## src/hw/rtl/asbd_pkg.sv

```systemverilog
// ----------------------------------------------------------------------------
// asbd_pkg
// Shared widths, reset values, register indexes and the frame result record
// of the audio silence boundary detector.
// ----------------------------------------------------------------------------
package asbd_pkg;

  localparam int unsigned SongCountDef    = 64;
  localparam int unsigned FrameSamplesDef = 8192;

  localparam int unsigned SampleW   = 16;
  localparam int unsigned FrameNumW = 24;
  localparam int unsigned ThreshW   = 11;
  localparam int unsigned BpmW      = 11;
  localparam int unsigned CfgW      = 11;
  localparam int unsigned CfgIdxW   = 2;
  localparam int unsigned MsW       = 38;
  localparam int unsigned SongIdxW  = 6;
  localparam int unsigned SumW      = 15;
  localparam int unsigned MagW      = 17;

  localparam logic [SumW-1:0]    SumLimit    = 15'h7FFF;
  localparam logic [ThreshW-1:0] ThreshReset = 11'd4;
  localparam logic [BpmW-1:0]    BpmReset    = 11'd176;

  typedef enum logic [CfgIdxW-1:0] {
    CFG_THRESHOLD    = 2'd0,
    CFG_SCAN_MODE    = 2'd1,
    CFG_BYTES_PER_MS = 2'd2
  } cfg_idx_e;

  typedef struct packed {
    logic                 frame_silent;
    logic                 interval_found;
    logic [FrameNumW-1:0] interval_first;
    logic [FrameNumW-1:0] interval_final;
    logic                 boundary_valid;
    logic [SongIdxW-1:0]  song_index;
    logic                 list_full;
  } frame_res_t;

endpackage

```

## src/hw/rtl/asbd_front.sv

```systemverilog
// ----------------------------------------------------------------------------
// asbd_front
// Sample intake: per-frame magnitude sum and sample count, silence run
// tracking and song bookkeeping; pushes one record per completed frame.
// ----------------------------------------------------------------------------
module asbd_front import asbd_pkg::*; #(
  parameter int unsigned MAX_SONG_COUNT    = SongCountDef,
  parameter int unsigned MAX_FRAME_SAMPLES = FrameSamplesDef,
  localparam int unsigned CntW  = $clog2(MAX_FRAME_SAMPLES + 1),
  localparam int unsigned FbW   = CntW + 1,
  localparam int unsigned SongW = $clog2(MAX_SONG_COUNT + 1)
) (
  input  logic                       clk_i,
  input  logic                       rst_ni,
  input  logic                       in_valid_i,
  output logic                       in_stall_o,
  input  logic signed [SampleW-1:0]  sample_i,
  input  logic                       frame_last_i,
  input  logic [FrameNumW-1:0]       frame_number_i,
  input  logic [ThreshW-1:0]         threshold_i,
  input  logic                       scan_mode_i,
  input  logic                       q_full_i,
  output logic                       q_push_o,
  output frame_res_t                 q_res_o,
  output logic [FbW-1:0]             q_bytes_o
);

  logic [SumW-1:0]      sum_q, sum_d;
  logic [CntW-1:0]      cnt_q, cnt_d;
  logic [FrameNumW-1:0] run_q;
  logic [SongW-1:0]     songs_q;
  logic                 accept;
  logic [MagW-1:0]      mag;
  logic [MagW:0]        total;
  logic                 silent;
  logic                 found;
  logic                 record;
  logic                 room;
  logic [SongW+SongIdxW-1:0] song_ext;

  assign in_stall_o = q_full_i;
  assign accept     = in_valid_i && !q_full_i;
  assign q_push_o   = accept && frame_last_i;

  assign mag   = sample_i[SampleW-1] ? (MagW'(0) - MagW'(sample_i)) : MagW'(sample_i);
  assign total = (MagW + 1)'(sum_q) + (MagW + 1)'(mag);
  assign sum_d = (total > (MagW + 1)'(SumLimit)) ? SumLimit : total[SumW-1:0];
  assign cnt_d = (cnt_q < CntW'(MAX_FRAME_SAMPLES)) ? cnt_q + CntW'(1) : cnt_q;

  assign silent   = sum_d < SumLimit;
  assign found    = !silent && (run_q >= FrameNumW'(threshold_i));
  assign room     = songs_q < SongW'(MAX_SONG_COUNT);
  assign record   = found && !scan_mode_i;
  assign song_ext = (SongW + SongIdxW)'(songs_q);

  always_comb begin
    q_res_o              = '0;
    q_res_o.frame_silent = silent;
    if (found) begin
      q_res_o.interval_found = 1'b1;
      q_res_o.interval_first = frame_number_i - run_q;
      q_res_o.interval_final = frame_number_i - FrameNumW'(1);
    end
    if (record) begin
      q_res_o.boundary_valid = room;
      q_res_o.song_index     = room ? song_ext[SongIdxW-1:0] : '0;
      q_res_o.list_full      = !room;
    end
  end

  assign q_bytes_o = {cnt_d, 1'b0};

  always_ff @(posedge clk_i or negedge rst_ni) begin
    if (!rst_ni) begin
      sum_q   <= '0;
      cnt_q   <= '0;
      run_q   <= '0;
      songs_q <= '0;
    end else if (accept) begin
      if (frame_last_i) begin
        sum_q <= '0;
        cnt_q <= '0;
        if (silent) begin
          if (run_q != '1) run_q <= run_q + FrameNumW'(1);
        end else begin
          run_q <= '0;
        end
        if (record && room) songs_q <= songs_q + SongW'(1);
      end else begin
        sum_q <= sum_d;
        cnt_q <= cnt_d;
      end
    end
  end

endmodule

```

## src/hw/rtl/asbd_fifo.sv

```systemverilog
// ----------------------------------------------------------------------------
// asbd_fifo
// Two-entry queue of frame records between intake and back end.
// ----------------------------------------------------------------------------
module asbd_fifo #(
  parameter int unsigned DataW = 1
) (
  input  logic             clk_i,
  input  logic             rst_ni,
  input  logic             push_i,
  input  logic [DataW-1:0] data_i,
  output logic             full_o,
  input  logic             pop_i,
  output logic [DataW-1:0] data_o,
  output logic             empty_o
);

  logic [DataW-1:0] mem_q [2];
  logic             wptr_q;
  logic             rptr_q;
  logic [1:0]       cnt_q;

  assign full_o  = cnt_q == 2'd2;
  assign empty_o = cnt_q == 2'd0;
  assign data_o  = mem_q[rptr_q];

  always_ff @(posedge clk_i) begin
    if (push_i) mem_q[wptr_q] <= data_i;
  end

  always_ff @(posedge clk_i or negedge rst_ni) begin
    if (!rst_ni) begin
      wptr_q <= 1'b0;
      rptr_q <= 1'b0;
      cnt_q  <= 2'd0;
    end else begin
      if (push_i) wptr_q <= !wptr_q;
      if (pop_i)  rptr_q <= !rptr_q;
      case ({push_i, pop_i})
        2'b10:   cnt_q <= cnt_q + 2'd1;
        2'b01:   cnt_q <= cnt_q - 2'd1;
        default: cnt_q <= cnt_q;
      endcase
    end
  end

  a_no_overflow: assert property (@(posedge clk_i) disable iff (!rst_ni)
    push_i |-> !full_o) else $error("queue overflow");
  a_no_underflow: assert property (@(posedge clk_i) disable iff (!rst_ni)
    pop_i |-> !empty_o) else $error("queue underflow");
  a_count_range: assert property (@(posedge clk_i) disable iff (!rst_ni)
    cnt_q != 2'd3) else $error("queue count out of range");

endmodule

```

## src/hw/rtl/asbd_back.sv

```systemverilog
// ----------------------------------------------------------------------------
// asbd_back
// Back end: boundary time as first frame times frame bytes over bytes per
// millisecond (one multiply, then restoring division one bit a cycle), and
// the registered result stage.
// ----------------------------------------------------------------------------
module asbd_back import asbd_pkg::*; #(
  parameter int unsigned MAX_FRAME_SAMPLES = FrameSamplesDef,
  localparam int unsigned CntW = $clog2(MAX_FRAME_SAMPLES + 1),
  localparam int unsigned FbW  = CntW + 1,
  localparam int unsigned PW   = FrameNumW + FbW,
  localparam int unsigned DcW  = $clog2(PW)
) (
  input  logic                 clk_i,
  input  logic                 rst_ni,
  input  logic                 q_empty_i,
  output logic                 q_pop_o,
  input  frame_res_t           q_res_i,
  input  logic [FbW-1:0]       q_bytes_i,
  input  logic [BpmW-1:0]      bpm_i,
  output logic                 out_valid_o,
  input  logic                 out_stall_i,
  output logic                 frame_silent_o,
  output logic                 interval_found_o,
  output logic [FrameNumW-1:0] interval_first_o,
  output logic [FrameNumW-1:0] interval_final_o,
  output logic                 boundary_valid_o,
  output logic [MsW-1:0]       boundary_ms_o,
  output logic [SongIdxW-1:0]  song_index_o,
  output logic                 list_full_o
);

  typedef enum logic [1:0] {S_IDLE, S_MUL, S_DIV, S_OUT} state_e;

  state_e          state_q;
  frame_res_t      res_q;
  logic [FbW-1:0]  bytes_q;
  logic [PW-1:0]   prod_q;
  logic [BpmW:0]   rem_q;
  logic [DcW-1:0]  dcnt_q;
  logic [BpmW-1:0] divisor;
  logic [BpmW:0]   rem_sh;
  logic            ge;
  logic [PW+MsW-1:0] quot_ext;

  assign divisor = (bpm_i == '0) ? BpmW'(1) : bpm_i;
  assign rem_sh  = {rem_q[BpmW-1:0], prod_q[PW-1]};
  assign ge      = rem_sh >= {1'b0, divisor};

  assign q_pop_o = !q_empty_i &&
                   (state_q == S_IDLE || (state_q == S_OUT && !out_stall_i));

  always_ff @(posedge clk_i or negedge rst_ni) begin
    if (!rst_ni) begin
      state_q <= S_IDLE;
      res_q   <= '0;
      bytes_q <= '0;
      prod_q  <= '0;
      rem_q   <= '0;
      dcnt_q  <= '0;
    end else begin
      unique case (state_q)
        S_IDLE, S_OUT: begin
          if (q_pop_o) begin
            res_q   <= q_res_i;
            bytes_q <= q_bytes_i;
            state_q <= q_res_i.boundary_valid ? S_MUL : S_OUT;
          end else if (state_q == S_OUT && !out_stall_i) begin
            state_q <= S_IDLE;
          end
        end
        S_MUL: begin
          prod_q  <= PW'(res_q.interval_first) * PW'(bytes_q);
          rem_q   <= '0;
          dcnt_q  <= '0;
          state_q <= S_DIV;
        end
        S_DIV: begin
          prod_q <= {prod_q[PW-2:0], ge};
          rem_q  <= ge ? rem_sh - {1'b0, divisor} : rem_sh;
          dcnt_q <= dcnt_q + DcW'(1);
          if (dcnt_q == DcW'(PW - 1)) state_q <= S_OUT;
        end
        default: state_q <= S_IDLE;
      endcase
    end
  end

  assign quot_ext = (PW + MsW)'(prod_q);

  assign out_valid_o      = state_q == S_OUT;
  assign frame_silent_o   = res_q.frame_silent;
  assign interval_found_o = res_q.interval_found;
  assign interval_first_o = res_q.interval_first;
  assign interval_final_o = res_q.interval_final;
  assign boundary_valid_o = res_q.boundary_valid;
  assign boundary_ms_o    = res_q.boundary_valid ? quot_ext[MsW-1:0] : '0;
  assign song_index_o     = res_q.song_index;
  assign list_full_o      = res_q.list_full;

  a_boundary_needs_interval: assert property (@(posedge clk_i) disable iff (!rst_ni)
    (out_valid_o && boundary_valid_o) |-> interval_found_o)
    else $error("boundary without interval");
  a_full_excludes_boundary: assert property (@(posedge clk_i) disable iff (!rst_ni)
    (out_valid_o && list_full_o) |-> (interval_found_o && !boundary_valid_o))
    else $error("list full with boundary");
  a_result_held: assert property (@(posedge clk_i) disable iff (!rst_ni)
    (out_valid_o && out_stall_i) |=> (out_valid_o && $stable(res_q) && $stable(prod_q)))
    else $error("stalled result changed");
  a_div_done_count: assert property (@(posedge clk_i) disable iff (!rst_ni)
    (state_q == S_DIV && $past(state_q) == S_MUL) |-> dcnt_q == '0)
    else $error("division count not cleared");

endmodule

```

## src/hw/rtl/audio_silence_boundary_detector.sv

```systemverilog
// ----------------------------------------------------------------------------
// audio_silence_boundary_detector
// Frame silence classification, silence interval reporting and song
// boundary timing from a stream of 16-bit PCM samples.
// ----------------------------------------------------------------------------
//  channel  direction  handshake              payload
//  in       sink       in_valid_i/in_stall_o  sample, frame_last, frame_number
//  out      source     out_valid_o/out_stall_i frame result, one per frame
//  cfg      sink       cfg_we_i               cfg_idx_i, cfg_data_i
//
//  A sample is taken every cycle while the two-entry frame queue has room.
//  A frame result enters the back end's output stage when it is popped from
//  the queue; when a boundary time is computed, it first passes a multiply
//  step, then the restoring divider gives one quotient bit per cycle.
//  Reset clears all counters and loads the register reset values.
//  A stalled result stays in the output stage; intake stops only when the
//  queue is full.
// ----------------------------------------------------------------------------
module audio_silence_boundary_detector import asbd_pkg::*; #(
  parameter int unsigned MAX_SONG_COUNT    = SongCountDef,
  parameter int unsigned MAX_FRAME_SAMPLES = FrameSamplesDef
) (
  input  logic                       clk_i,
  input  logic                       rst_ni,
  input  logic                       cfg_we_i,
  input  logic [CfgIdxW-1:0]         cfg_idx_i,
  input  logic [CfgW-1:0]            cfg_data_i,
  input  logic                       in_valid_i,
  output logic                       in_stall_o,
  input  logic signed [SampleW-1:0]  sample_i,
  input  logic                       frame_last_i,
  input  logic [FrameNumW-1:0]       frame_number_i,
  output logic                       out_valid_o,
  input  logic                       out_stall_i,
  output logic                       frame_silent_o,
  output logic                       interval_found_o,
  output logic [FrameNumW-1:0]       interval_first_o,
  output logic [FrameNumW-1:0]       interval_final_o,
  output logic                       boundary_valid_o,
  output logic [MsW-1:0]             boundary_ms_o,
  output logic [SongIdxW-1:0]        song_index_o,
  output logic                       list_full_o
);

  localparam int unsigned CntW = $clog2(MAX_FRAME_SAMPLES + 1);
  localparam int unsigned FbW  = CntW + 1;
  localparam int unsigned QW   = $bits(frame_res_t) + FbW;

  logic [ThreshW-1:0] thresh_q;
  logic               scan_q;
  logic [BpmW-1:0]    bpm_q;

  logic               q_push;
  logic               q_pop;
  logic               q_full;
  logic               q_empty;
  frame_res_t         push_res;
  frame_res_t         pop_res;
  logic [FbW-1:0]     push_bytes;
  logic [FbW-1:0]     pop_bytes;

  always_ff @(posedge clk_i or negedge rst_ni) begin
    if (!rst_ni) begin
      thresh_q <= ThreshReset;
      scan_q   <= 1'b0;
      bpm_q    <= BpmReset;
    end else if (cfg_we_i) begin
      case (cfg_idx_e'(cfg_idx_i))
        CFG_THRESHOLD:    thresh_q <= cfg_data_i[ThreshW-1:0];
        CFG_SCAN_MODE:    scan_q   <= cfg_data_i[0];
        CFG_BYTES_PER_MS: bpm_q    <= cfg_data_i[BpmW-1:0];
        default:          ;
      endcase
    end
  end

  asbd_front #(
    .MAX_SONG_COUNT   (MAX_SONG_COUNT),
    .MAX_FRAME_SAMPLES(MAX_FRAME_SAMPLES)
  ) u_front (
    .clk_i         (clk_i),
    .rst_ni        (rst_ni),
    .in_valid_i    (in_valid_i),
    .in_stall_o    (in_stall_o),
    .sample_i      (sample_i),
    .frame_last_i  (frame_last_i),
    .frame_number_i(frame_number_i),
    .threshold_i   (thresh_q),
    .scan_mode_i   (scan_q),
    .q_full_i      (q_full),
    .q_push_o      (q_push),
    .q_res_o       (push_res),
    .q_bytes_o     (push_bytes)
  );

  asbd_fifo #(
    .DataW(QW)
  ) u_fifo (
    .clk_i  (clk_i),
    .rst_ni (rst_ni),
    .push_i (q_push),
    .data_i ({push_res, push_bytes}),
    .full_o (q_full),
    .pop_i  (q_pop),
    .data_o ({pop_res, pop_bytes}),
    .empty_o(q_empty)
  );

  asbd_back #(
    .MAX_FRAME_SAMPLES(MAX_FRAME_SAMPLES)
  ) u_back (
    .clk_i           (clk_i),
    .rst_ni          (rst_ni),
    .q_empty_i       (q_empty),
    .q_pop_o         (q_pop),
    .q_res_i         (pop_res),
    .q_bytes_i       (pop_bytes),
    .bpm_i           (bpm_q),
    .out_valid_o     (out_valid_o),
    .out_stall_i     (out_stall_i),
    .frame_silent_o  (frame_silent_o),
    .interval_found_o(interval_found_o),
    .interval_first_o(interval_first_o),
    .interval_final_o(interval_final_o),
    .boundary_valid_o(boundary_valid_o),
    .boundary_ms_o   (boundary_ms_o),
    .song_index_o    (song_index_o),
    .list_full_o     (list_full_o)
  );

endmodule
```

## config.mk

```make
export PLATFORM = sky130hd
export DESIGN_NAME = audio_silence_boundary_detector
export DESIGN_NICKNAME = d
export VERILOG_FILES = /design/src/hw/rtl/asbd_pkg.sv /design/src/hw/rtl/asbd_front.sv /design/src/hw/rtl/asbd_fifo.sv /design/src/hw/rtl/asbd_back.sv /design/src/hw/rtl/audio_silence_boundary_detector.sv
export SDC_FILE = /design/constraint.sdc
export NUM_CORES = 1
export LEC_CHECK = 0
export ABC_AREA = 1
export BUFFER_PORTS_ARGS = -buffer_cell sky130_fd_sc_hd__buf_2
export CORE_MARGIN = 1.5
export CORE_UTILIZATION = 50
export CTS_CLUSTER_DIAMETER = 60
export DETAILED_ROUTE_END_ITERATION = 16
export PLACE_DENSITY = 0.67
export SYNTH_ARGS = -nofsm -noshare
export SYNTH_HDL_FRONTEND = slang
export SYNTH_SLANG_ARGS = --single-unit
```

## constraint.sdc

```tcl
create_clock -name clk_i -period 7.1 [get_ports clk_i]
set_input_delay 1.065 -clock clk_i [delete_from_list [all_inputs] [get_ports clk_i]]
set_output_delay 1.065 -clock clk_i [all_outputs]
set_load 0.01 [all_outputs]
```

# Word level (Yosys, flattened, before mapping)
# Memories as Yosys holds them, arrays and structs flattened.
# Cells that the tools add are included.
# op_classes
n_eq_ne	13
n_addsub	11
reduce_logical	30
muxes	24
magnitude_cmp	6
mul	1
# ops
op	count
39-bit case mux with 2 select lines	1
49-bit two-way mux	1
24-bit two-way mux	2
24-bit by 15-bit multiplier with 39-bit output	1
38-bit two-way mux	1
15-bit two-way mux	2
14-bit two-way mux	2
24-bit by 1-bit adder with 24-bit output (second input constant)	1
24-bit by 11-bit >= comparator with 1-bit output	1
24-bit inequality test (second input constant)	1
24-bit by 1-bit subtractor with 24-bit output (second input constant)	1
24-bit subtractor	1
11-bit two-way mux	2
11-bit case mux with 2 select lines	1
15-bit by 17-bit adder with 18-bit output	1
18-bit by 15-bit > comparator with 1-bit output (second input constant)	1
17-bit two-way mux	1
1-bit by 16-bit subtractor with 17-bit output (first input constant)	1
15-bit less-than comparator (second input constant)	1
14-bit by 1-bit adder with 14-bit output (second input constant)	1
14-bit less-than comparator (second input constant)	1
12-bit by 11-bit >= comparator with 1-bit output	1
6-bit case mux with 2 select lines	1
11-bit logical NOT	1
other kinds (26)	57
# word_totals
reg_bits	218
memories	1
word_cells	108
mem_bits_rw	144
# mem_list
memory	words	word_bits	rd	rd_ports_with_merged_regs	write_ports	line_no	text
u_fifo.mem_q	2	72	1	0	1	asbd_fifo.sv:18	logic [DataW-1:0] mem_q [2];

# Longest topological paths before layout
# Gate-level depths: netlist of run 1.
# logic_depth
ltp_word	11
ltp_mapped	29

# Hierarchy
# A second synthesis of run 1 with hierarchy kept.
# unflattened
hier_cells	4010
area_unflattened_um2	32222.2
# by_module_without_submodules
mod	area_each_um2	cells_each	seq_area_each_um2	instances
asbd_back	18829.3	2452	3278.1	1
asbd_front	6761.5	1047	1501.4	1
asbd_fifo	5666.7	405	4484.3	1
audio_silence_boundary_detector	964.7	106	580.6	1

# Worst setup path after synthesis of run 1
# No wires, ideal clock.
# synth_path
path_type	register to register
start	register u_back.bytes_q[5]
end	register u_back.prod_q[30]
synth_period_minus_slack_ns	5.844
t_arrival_ns	5.721
stages_incl_launch_ff	25
required_time_ns	6.977
setup_ns	0.123
slack_ns	1.256
cell_sequence	dfrtp_1 clkbuf_1 clkbuf_1 nand2_1 fa_1 inv_1 fa_1 fa_1 fa_1 fa_1 inv_1 fa_1 inv_1 ha_1 inv_1 o21bai_1 a31oi_1 o21ai_0 nand2_1 nand2_1 a21oi_1 o21ai_0 xor2_1 o21ai_0 nand2_1
# synth_via
elab_chain_len	2
# synth_lines
element	line_no	text
from (decl)	asbd_back.sv:37	logic [FbW-1:0] bytes_q;
from (signal assigned)	asbd_back.sv:66	bytes_q <= q_bytes_i;
24-bit by 15-bit multiplier with 39-bit output	asbd_back.sv:73	prod_q <= PW'(res_q.interval_first) * PW'(bytes_q);
39-bit case mux with 2 select lines	asbd_back.sv:62	unique case (state_q)
to (signal assigned)	asbd_back.sv:73	
to (signal assigned)	asbd_back.sv:79	prod_q <= {prod_q[PW-2:0], ge};
to (decl)	asbd_back.sv:38	logic [PW-1:0] prod_q;
# Every way passes these cells.
# A chain may end at the register's enable or synchronous reset.

# Worst setup path after layout of run 1
# layout_path
start	register u_back.bytes_q[14]
end	register u_back.prod_q[24]
# The elaborated chain is that of the path after synthesis.

==> results.py, run 1 <==
metrics = {
    "clock_tree": {
        "cts_hold_buf": 0,
        "cts_sinks": 361,
        "insertion_delay_ns": 0.58,
        "clk_pin_slew_ns": 0.06,
        "clock_path_buffers": 3,
        "cts_tree": "built",
        "root_buffer": "clkbuf_16",
        "htreeDepth": 2,
        "cts_buffers": 43,
        "cts_resized": 0,
        "cts_setup_buffers": 0,
    },
    "logic_synthesis": {
        "ys_async_sr_fraction": 0.601,
        "synth_warnings": 0,
        "synthFlopType": "dfrtp_1",
        "synth_nets": 4234,
        "synth_cell_types": 53,
        "syn_avg_cell_area_sq_um": 8.19,
        "ys_seq_area_frac": 0.321,
        "synth_edf_count": 144,
        "synth_cells": 3715,
        "synth.cell_area_sq_mm": 0.0304,
        "synth_seq_cells": 361,
    },
    "timing": {
        "hold_violations": 0,
        "fin_crit_sh": 0.940,
        "rsz0062_at_grt": "no",
        "fmaxAchievable_mhz": 150,
        "slew_viol_final": 0,
        "skew_ns": 0.0245,
        "tightestPinTransition_ns": 1.11,
        "setup_viol": 0,
        "fin_crit_ns": 6.67,
        "slew_headroom": 0.260,
        "finalSetupTns_ns": 0,
    },
    "drt": {
        "ant_nets": 0,
        "vias": 24388,
        "wirelength_mm": 78.6,
        "avgViaCountPerCell": 5.26,
        "drtIter0Drc": 1733,
        "wl_per_cell_um": 16.9,
        "drt-pass1-iter-count": 6,
        "remaining_drc_errors": 0,
    },
    "floorplanning": {
        "fp.dieH_um": 250,
        "coreArea_sq_mm": 0.0602,
        "fp.dieArea_sq_mm": 0.0623,
        "die_w_um": 250,
        "initial_core_util": 0.505,
        "row_count": 90,
        "io-pin-count": 157,
    },
    "placement": {
        "dp_hpwl_mm": 59.4,
        "gp_congestion": 0.947,
        "portBuffers": 156,
    },
    "cells_and_area": {
        "diodes": 0,
        "layout.nets": 4343,
        "drive_above_1_share": 0.0796,
        "syn_to_final_growth_pct": 10.2,
    },
    "global_route": {
        "grt_max_degree": 143,
        "grt_usage": 0.256,
        "grt_remaining_overflow": 0,
        "grt_pass1_wl_mm": 128,
        "antenna_found_initial": 0,
        "first_global_vias": 24345,
    },
    "job": {
        "cap_viol_max_count": 0,
    },
    "hold_path": {
        "hold_class": "flop to flop",
    },
    "status": {
        "status": "finished, final reports clean",
    },
    "worst_setup_path": {
        "ff2ff_setup_slack_ns": 0.43,
        "cp.arrival_ns": 7.13,
        "worstPathRequired_ns": 7.56,
        "crit_type": "flop to flop",
        "critPathMaxFanout": 25,
        "worstSetupStartpointType": "flop",
        "endpoint_kind": "flop",
    },
}
## sequential cells by signal (all words and copies together) (netlist names), 7 cells and up
name                     flops
u_front.songs_q              7
thresh_q                    11
bpm_q                       11
u_back.bytes_q              14
u_back.interval_first_o     24
u_back.prod_q               39
u_fifo.mem_q               144
u_back.interval_final_o     24
u_front.cnt_q               14
u_front.run_q               24
u_front.sum_q               15
u_back.rem_q                11
## per-layer routing
layer / track usage / up-vias / routed length, um
met5: 0 / - / 0
met4: 0.0746 / 0 / 2010
met3: 0.0348 / 123 / 4100
met2: 0.444 / 655 / 39100
met1: 0.334 / 11853 / 33400
li1: - / 11757 / -
## through the flow
stage / area [sq um] / hold WS (ns) / util / setup slack, ns / instances
after floorplan: 30400 / 0.442 / - / 1.26 / 3715
after detailed placement: 32100 / 0.467 / 0.533 / 0.493 / 4561
after global placement: 32100 / 0.458 / 0.533 / 0.535 / 4561
after global routing: 33500 / 0.496 / 0.557 / 0.116 / 4640
final: 33500 / 0.479 / 0.557 / 0.427 / 4640
after CTS: 33500 / 0.482 / 0.557 / 0.482 / 4640
## cell usage after synthesis, types with 5 or more instances
library cell,n,share of area
fa_1,265,0.17
o22ai_1,9,0.0019
xnor2_1,32,0.0092
or2_2,6,0.0012
o21bai_1,9,0.0022
a21boi_0,5,0.0012
nor4_1,18,0.0037
nand3b_1,22,0.0054
edfxtp_1,144,0.14
a21oi_1,132,0.022
nand4_1,29,0.0060
o21a_1,74,0.018
o21ai_0,238,0.039
o21ai_1,7,0.0012
xor2_1,83,0.024
dfrtp_1,213,0.18
nand2_1,800,0.099
clkbuf_1,129,0.016
a31oi_1,8,0.0016
inv_1,760,0.094
nor2_1,326,0.040
nand3_1,97,0.016
ha_1,195,0.080
a21o_1,9,0.0022
o211ai_1,12,0.0030
nor3_1,36,0.0059
buf_2,9,0.0015
## area by class of cell
| class | count | area [sq um] |
|---|---|---|
| Fill cell | 5620 | 26700 |
| Tap cell | 782 | 978 |
| Timing Repair Buffer | 206 | 1220 |
| Inverter | 767 | 2880 |
| Clock buffer | 60 | 1240 |
| Sequential cell | 361 | 9760 |
| Clock inverter | 19 | 209 |
| Multi-Input combinational cell | 2445 | 17300 |
## kinds of logic (layout without fill, tap and decap cells)
group           after synthesis  count (layout)  share of synthesized area
simple gates               1352            1352                      0.182
buf+inv                     909            1052                      0.113
compound gates              517             517                     0.0967
fa+ha+maj                   460             460                      0.255
flops                       361             361                      0.321
xor+xnor                    115             115                     0.0331
mux                           1               1                   0.000370
## layout by cell type (no fill, tap or decap), types with 9 or more instances in the layout
master	netlist	final
dfrtp_1	213	212
nand2_1	800	800
xnor2_1	32	32
nor4_1	18	18
buf_4	0	46
o21a_1	74	74
ha_1	195	195
clkbuf_16	0	46
a21oi_1	132	132
nand3_1	97	96
nor3_1	36	36
nand3b_1	22	22
a21o_1	9	9
nand4_1	29	29
clkbuf_1	129	10
edfxtp_1	144	144
o21bai_1	9	9
fa_1	265	265
buf_2	9	155
o21ai_0	238	238
nor2_1	326	323
xor2_1	83	83
o211ai_1	12	12
o22ai_1	9	9
inv_1	760	760
## worst max-delay path: stages, from the launching register on
cell,delay (ns)
dfrtp_1,1.03
nand2_1,0.20
fa_1,0.57
fa_1,0.55
inv_1,0.06
fa_1,0.52
fa_1,0.53
fa_1,0.54
inv_1,0.05
fa_1,0.54
inv_1,0.04
ha_1,0.36
nand2_1,0.16
inv_1,0.05
a21oi_1,0.19
a21boi_0,0.35
o21ai_0,0.22
a21oi_1,0.21
xor2_1,0.18
nand2_1,0.06
nand2_1,0.08
nand2_1,0.05
## worst paths after layout
check                                          startpoint                                      end  cells after the start
max in group asynchronous                          rst_ni                u_fifo.rptr_q$_DFFE_PN0P_                      2
hold / removal             u_front.songs_q[5]$_DFFE_PN0P_           u_front.songs_q[5]$_DFFE_PN0P_                      2
setup reg to reg           u_back.bytes_q[14]$_DFFE_PN0P_            u_back.prod_q[24]$_DFFE_PN0P_                     21
min in group asynchronous                          rst_ni  u_back.interval_first_o[11]$_DFFE_PN0P_                      1
setup / recovery           u_back.bytes_q[14]$_DFFE_PN0P_            u_back.prod_q[24]$_DFFE_PN0P_                     21
hold reg to reg            u_front.songs_q[5]$_DFFE_PN0P_           u_front.songs_q[5]$_DFFE_PN0P_                      2
Power of run 1 is not shown: default switching activity piles up to over one toggle a cycle in this logic, so the estimate is an artifact.
==> inputs of run 2 (changes only) <==
--- a/config.mk
+++ b/config.mk
@@ -8,10 +8,10 @@
 export ABC_AREA = 1
 export BUFFER_PORTS_ARGS = -buffer_cell sky130_fd_sc_hd__buf_2
 export CORE_MARGIN = 1.5
-export CORE_UTILIZATION = 50
+export CORE_UTILIZATION = 40
 export CTS_CLUSTER_DIAMETER = 60
 export DETAILED_ROUTE_END_ITERATION = 16
-export PLACE_DENSITY = 0.67
+export PLACE_DENSITY = 0.56
 export SYNTH_ARGS = -nofsm -noshare
 export SYNTH_HDL_FRONTEND = slang
 export SYNTH_SLANG_ARGS = --single-unit
==> constraint.sdc (replaced) <==
create_clock -name clk_i -period 7.4 [get_ports clk_i]
set_input_delay 1.11 -clock clk_i [delete_from_list [all_inputs] [get_ports clk_i]]
set_output_delay 1.11 -clock clk_i [all_outputs]
set_load 0.01 [all_outputs]
==> run 2 against run 1 <==
Effect of this change: largest cell class unchanged; cell area rose by 0.74%; worst hold slack got worse by 0.0045 ns; core utilization fell by 11 points.
==> results.py, run 2 (synthesized netlist as in run 1, its figures left out) <==
metrics = {
    "status": {
        "status": "finished, final reports clean",
    },
    "drt": {
        "vias": 24015,
        "remaining_drc_errors": 0,
        "ant_nets": 0,
        "wl_per_cell_um": 17.2,
        "avgViaCountPerCell": 4.98,
        "drtIter0Drc": 1542,
        "drt-pass1-iter-count": 8,
        "wirelength_mm": 83.1,
    },
    "clock_tree": {
        "cts_buffers": 45,
        "insertion_delay_ns": 0.58,
        "cts_sinks": 361,
        "root_buffer": "clkbuf_16",
        "clock_path_buffers": 3,
        "cts_setup_buffers": 0,
        "cts_tree": "built",
        "cts_hold_buf": 0,
        "clk_pin_slew_ns": 0.06,
        "htreeDepth": 2,
        "cts_resized": 0,
    },
    "worst_setup_path": {
        "critPathMaxFanout": 16,
        "ff2ff_setup_slack_ns": 0.59,
        "reg2reg_to": "u_back.prod_q[34]$_DFFE_PN0P_",
        "endpoint_kind": "flop",
        "worstSetupStartpointType": "flop",
        "crit_type": "flop to flop",
        "rr_startpoint": "u_back.bytes_q[3]$_DFFE_PN0P_",
        "worstPathRequired_ns": 7.86,
        "reg2reg_depth": 25,
        "cp.arrival_ns": 7.27,
    },
    "cells_and_area": {
        "fillers": 7469,
        "largest_register_ffs": 144,
        "final_cell_mix": "nand2_1 (800), inv_1 (760), nor2_1 (323)",
        "largest-register": "u_fifo.mem_q",
        "layout.nets": 4339,
        "reg_top3": "u_fifo.mem_q: 144 flops, u_back.prod_q: 39 flops",
        "diodes": 0,
        "mostFrequentLayoutCell": "nand2_1",
        "drive_above_1_share": 0.0793,
        "syn_to_final_growth_pct": 11.1,
    },
    "global_route": {
        "grt_usage": 0.216,
        "grt_remaining_overflow": 0,
        "grt_use_met1": 0.292,
        "gr-usage-met3": 0.0255,
        "first_global_vias": 24087,
        "grtUsageMet2": 0.366,
        "grt_busiest_layer": "met2",
        "grt_pass1_wl_mm": 133,
        "grt_max_degree": 145,
        "antenna_found_initial": 1,
    },
    "floorplanning": {
        "initial_core_util": 0.407,
        "coreArea_sq_mm": 0.0748,
        "io-pin-count": 157,
        "fp.dieArea_sq_mm": 0.0777,
        "die_w_um": 279,
        "row_count": 100,
        "fp.dieH_um": 279,
    },
    "timing": {
        "setup_viol": 0,
        "hold_violations": 0,
        "fin_crit_sh": 0.920,
        "slew_headroom": 0.336,
        "slew_viol_final": 0,
        "tightestPinTransition_ns": 0.996,
        "skew_ns": 0.0315,
        "rsz0062_at_grt": "no",
        "fmaxAchievable_mhz": 147,
        "finalSetupTns_ns": 0,
        "fin_crit_ns": 6.81,
    },
    "hold_path": {
        "hold_start": "u_front.songs_q[5]$_DFFE_PN0P_",
        "hold_class": "flop to flop",
        "holdPathEnd": "u_front.songs_q[5]$_DFFE_PN0P_",
        "min_delay_path_depth": 2,
    },
    "placement": {
        "gp_congestion": 0.879,
        "dp_hpwl_mm": 63.3,
        "portBuffers": 156,
    },
    "job": {
        "cap_viol_max_count": 0,
    },
}
run 2: area by class of cell:
type,instances,area [sq um],share of cell area
well taps,969,1210,0.0359
multi-input cells,2445,17300,0.511
inverters,767,2880,0.0852
clock inverters,27,304,0.00900
repair buffers,200,1150,0.0339
clock buffers,57,1230,0.0365
flip-flops and latches,361,9760,0.289
run 2: worst max-delay path by stage:
stage | start | end | slack (ns) | depth (start not counted)
5_1_grt | u_back.bytes_q[3]$_DFFE_PN0P_ | u_back.prod_q[34]$_DFFE_PN0P_ | 0.24 | 26
4_1_cts | u_back.bytes_q[3]$_DFFE_PN0P_ | u_back.prod_q[34]$_DFFE_PN0P_ | 0.60 | 25
6_report | u_back.bytes_q[3]$_DFFE_PN0P_ | u_back.prod_q[34]$_DFFE_PN0P_ | 0.59 | 25
3_5_place_dp | u_back.bytes_q[3]$_DFFE_PN0P_ | u_back.prod_q[34]$_DFFE_PN0P_ | 0.65 | 25
3_3_place_gp | u_back.bytes_q[3]$_DFFE_PN0P_ | u_back.prod_q[30]$_DFFE_PN0P_ | 0.62 | 23
2_1_floorplan | u_back.bytes_q[5]$_DFFE_PN0P_ | u_back.prod_q[30]$_DFFE_PN0P_ | 1.56 | 24
run 2: critical path, cell delays in order, from the launching register on:
cell     delay (ns)
dfrtp_1        0.83
buf_4          0.31
nand2_1        0.09
fa_1           0.52
inv_1          0.06
fa_1           0.51
fa_1           0.53
fa_1           0.45
fa_1           0.54
inv_1          0.05
fa_1           0.54
inv_1          0.04
ha_1           0.39
nand2_1        0.13
nor2_1         0.17
inv_1          0.09
o21ai_0        0.33
nand2_1        0.09
nand2_1        0.11
a21oi_1        0.13
o21ai_0        0.34
nand2_1        0.12
nand3_1        0.09
nand3_1        0.11
nand2_1        0.09
nand2_1        0.04
run 2: metrics by stage:
| stage | setup WS (ns) | hold slack, ns | cells | utilization | area, sq um |
|---|---|---|---|---|---|
| final | 0.591 | 0.474 | 4826 | 0.452 | 33800 |
| after detailed placement | 0.646 | 0.463 | 4742 | 0.431 | 32300 |
| after global placement | 0.623 | 0.456 | 4742 | 0.431 | 32300 |
| after floorplan | 1.56 | 0.442 | 3715 | - | 30400 |
| after global routing | 0.236 | 0.500 | 4826 | 0.452 | 33800 |
| after CTS | 0.603 | 0.480 | 4826 | 0.452 | 33800 |
run 2: routing by layer:
layer	wire, um	vias to the layer above
li1	-	11754
met1	37600	11680
met2	40000	469
met3	3200	112
met4	2260	0
met5	0	-
Power of run 2 is left out for the same reason.
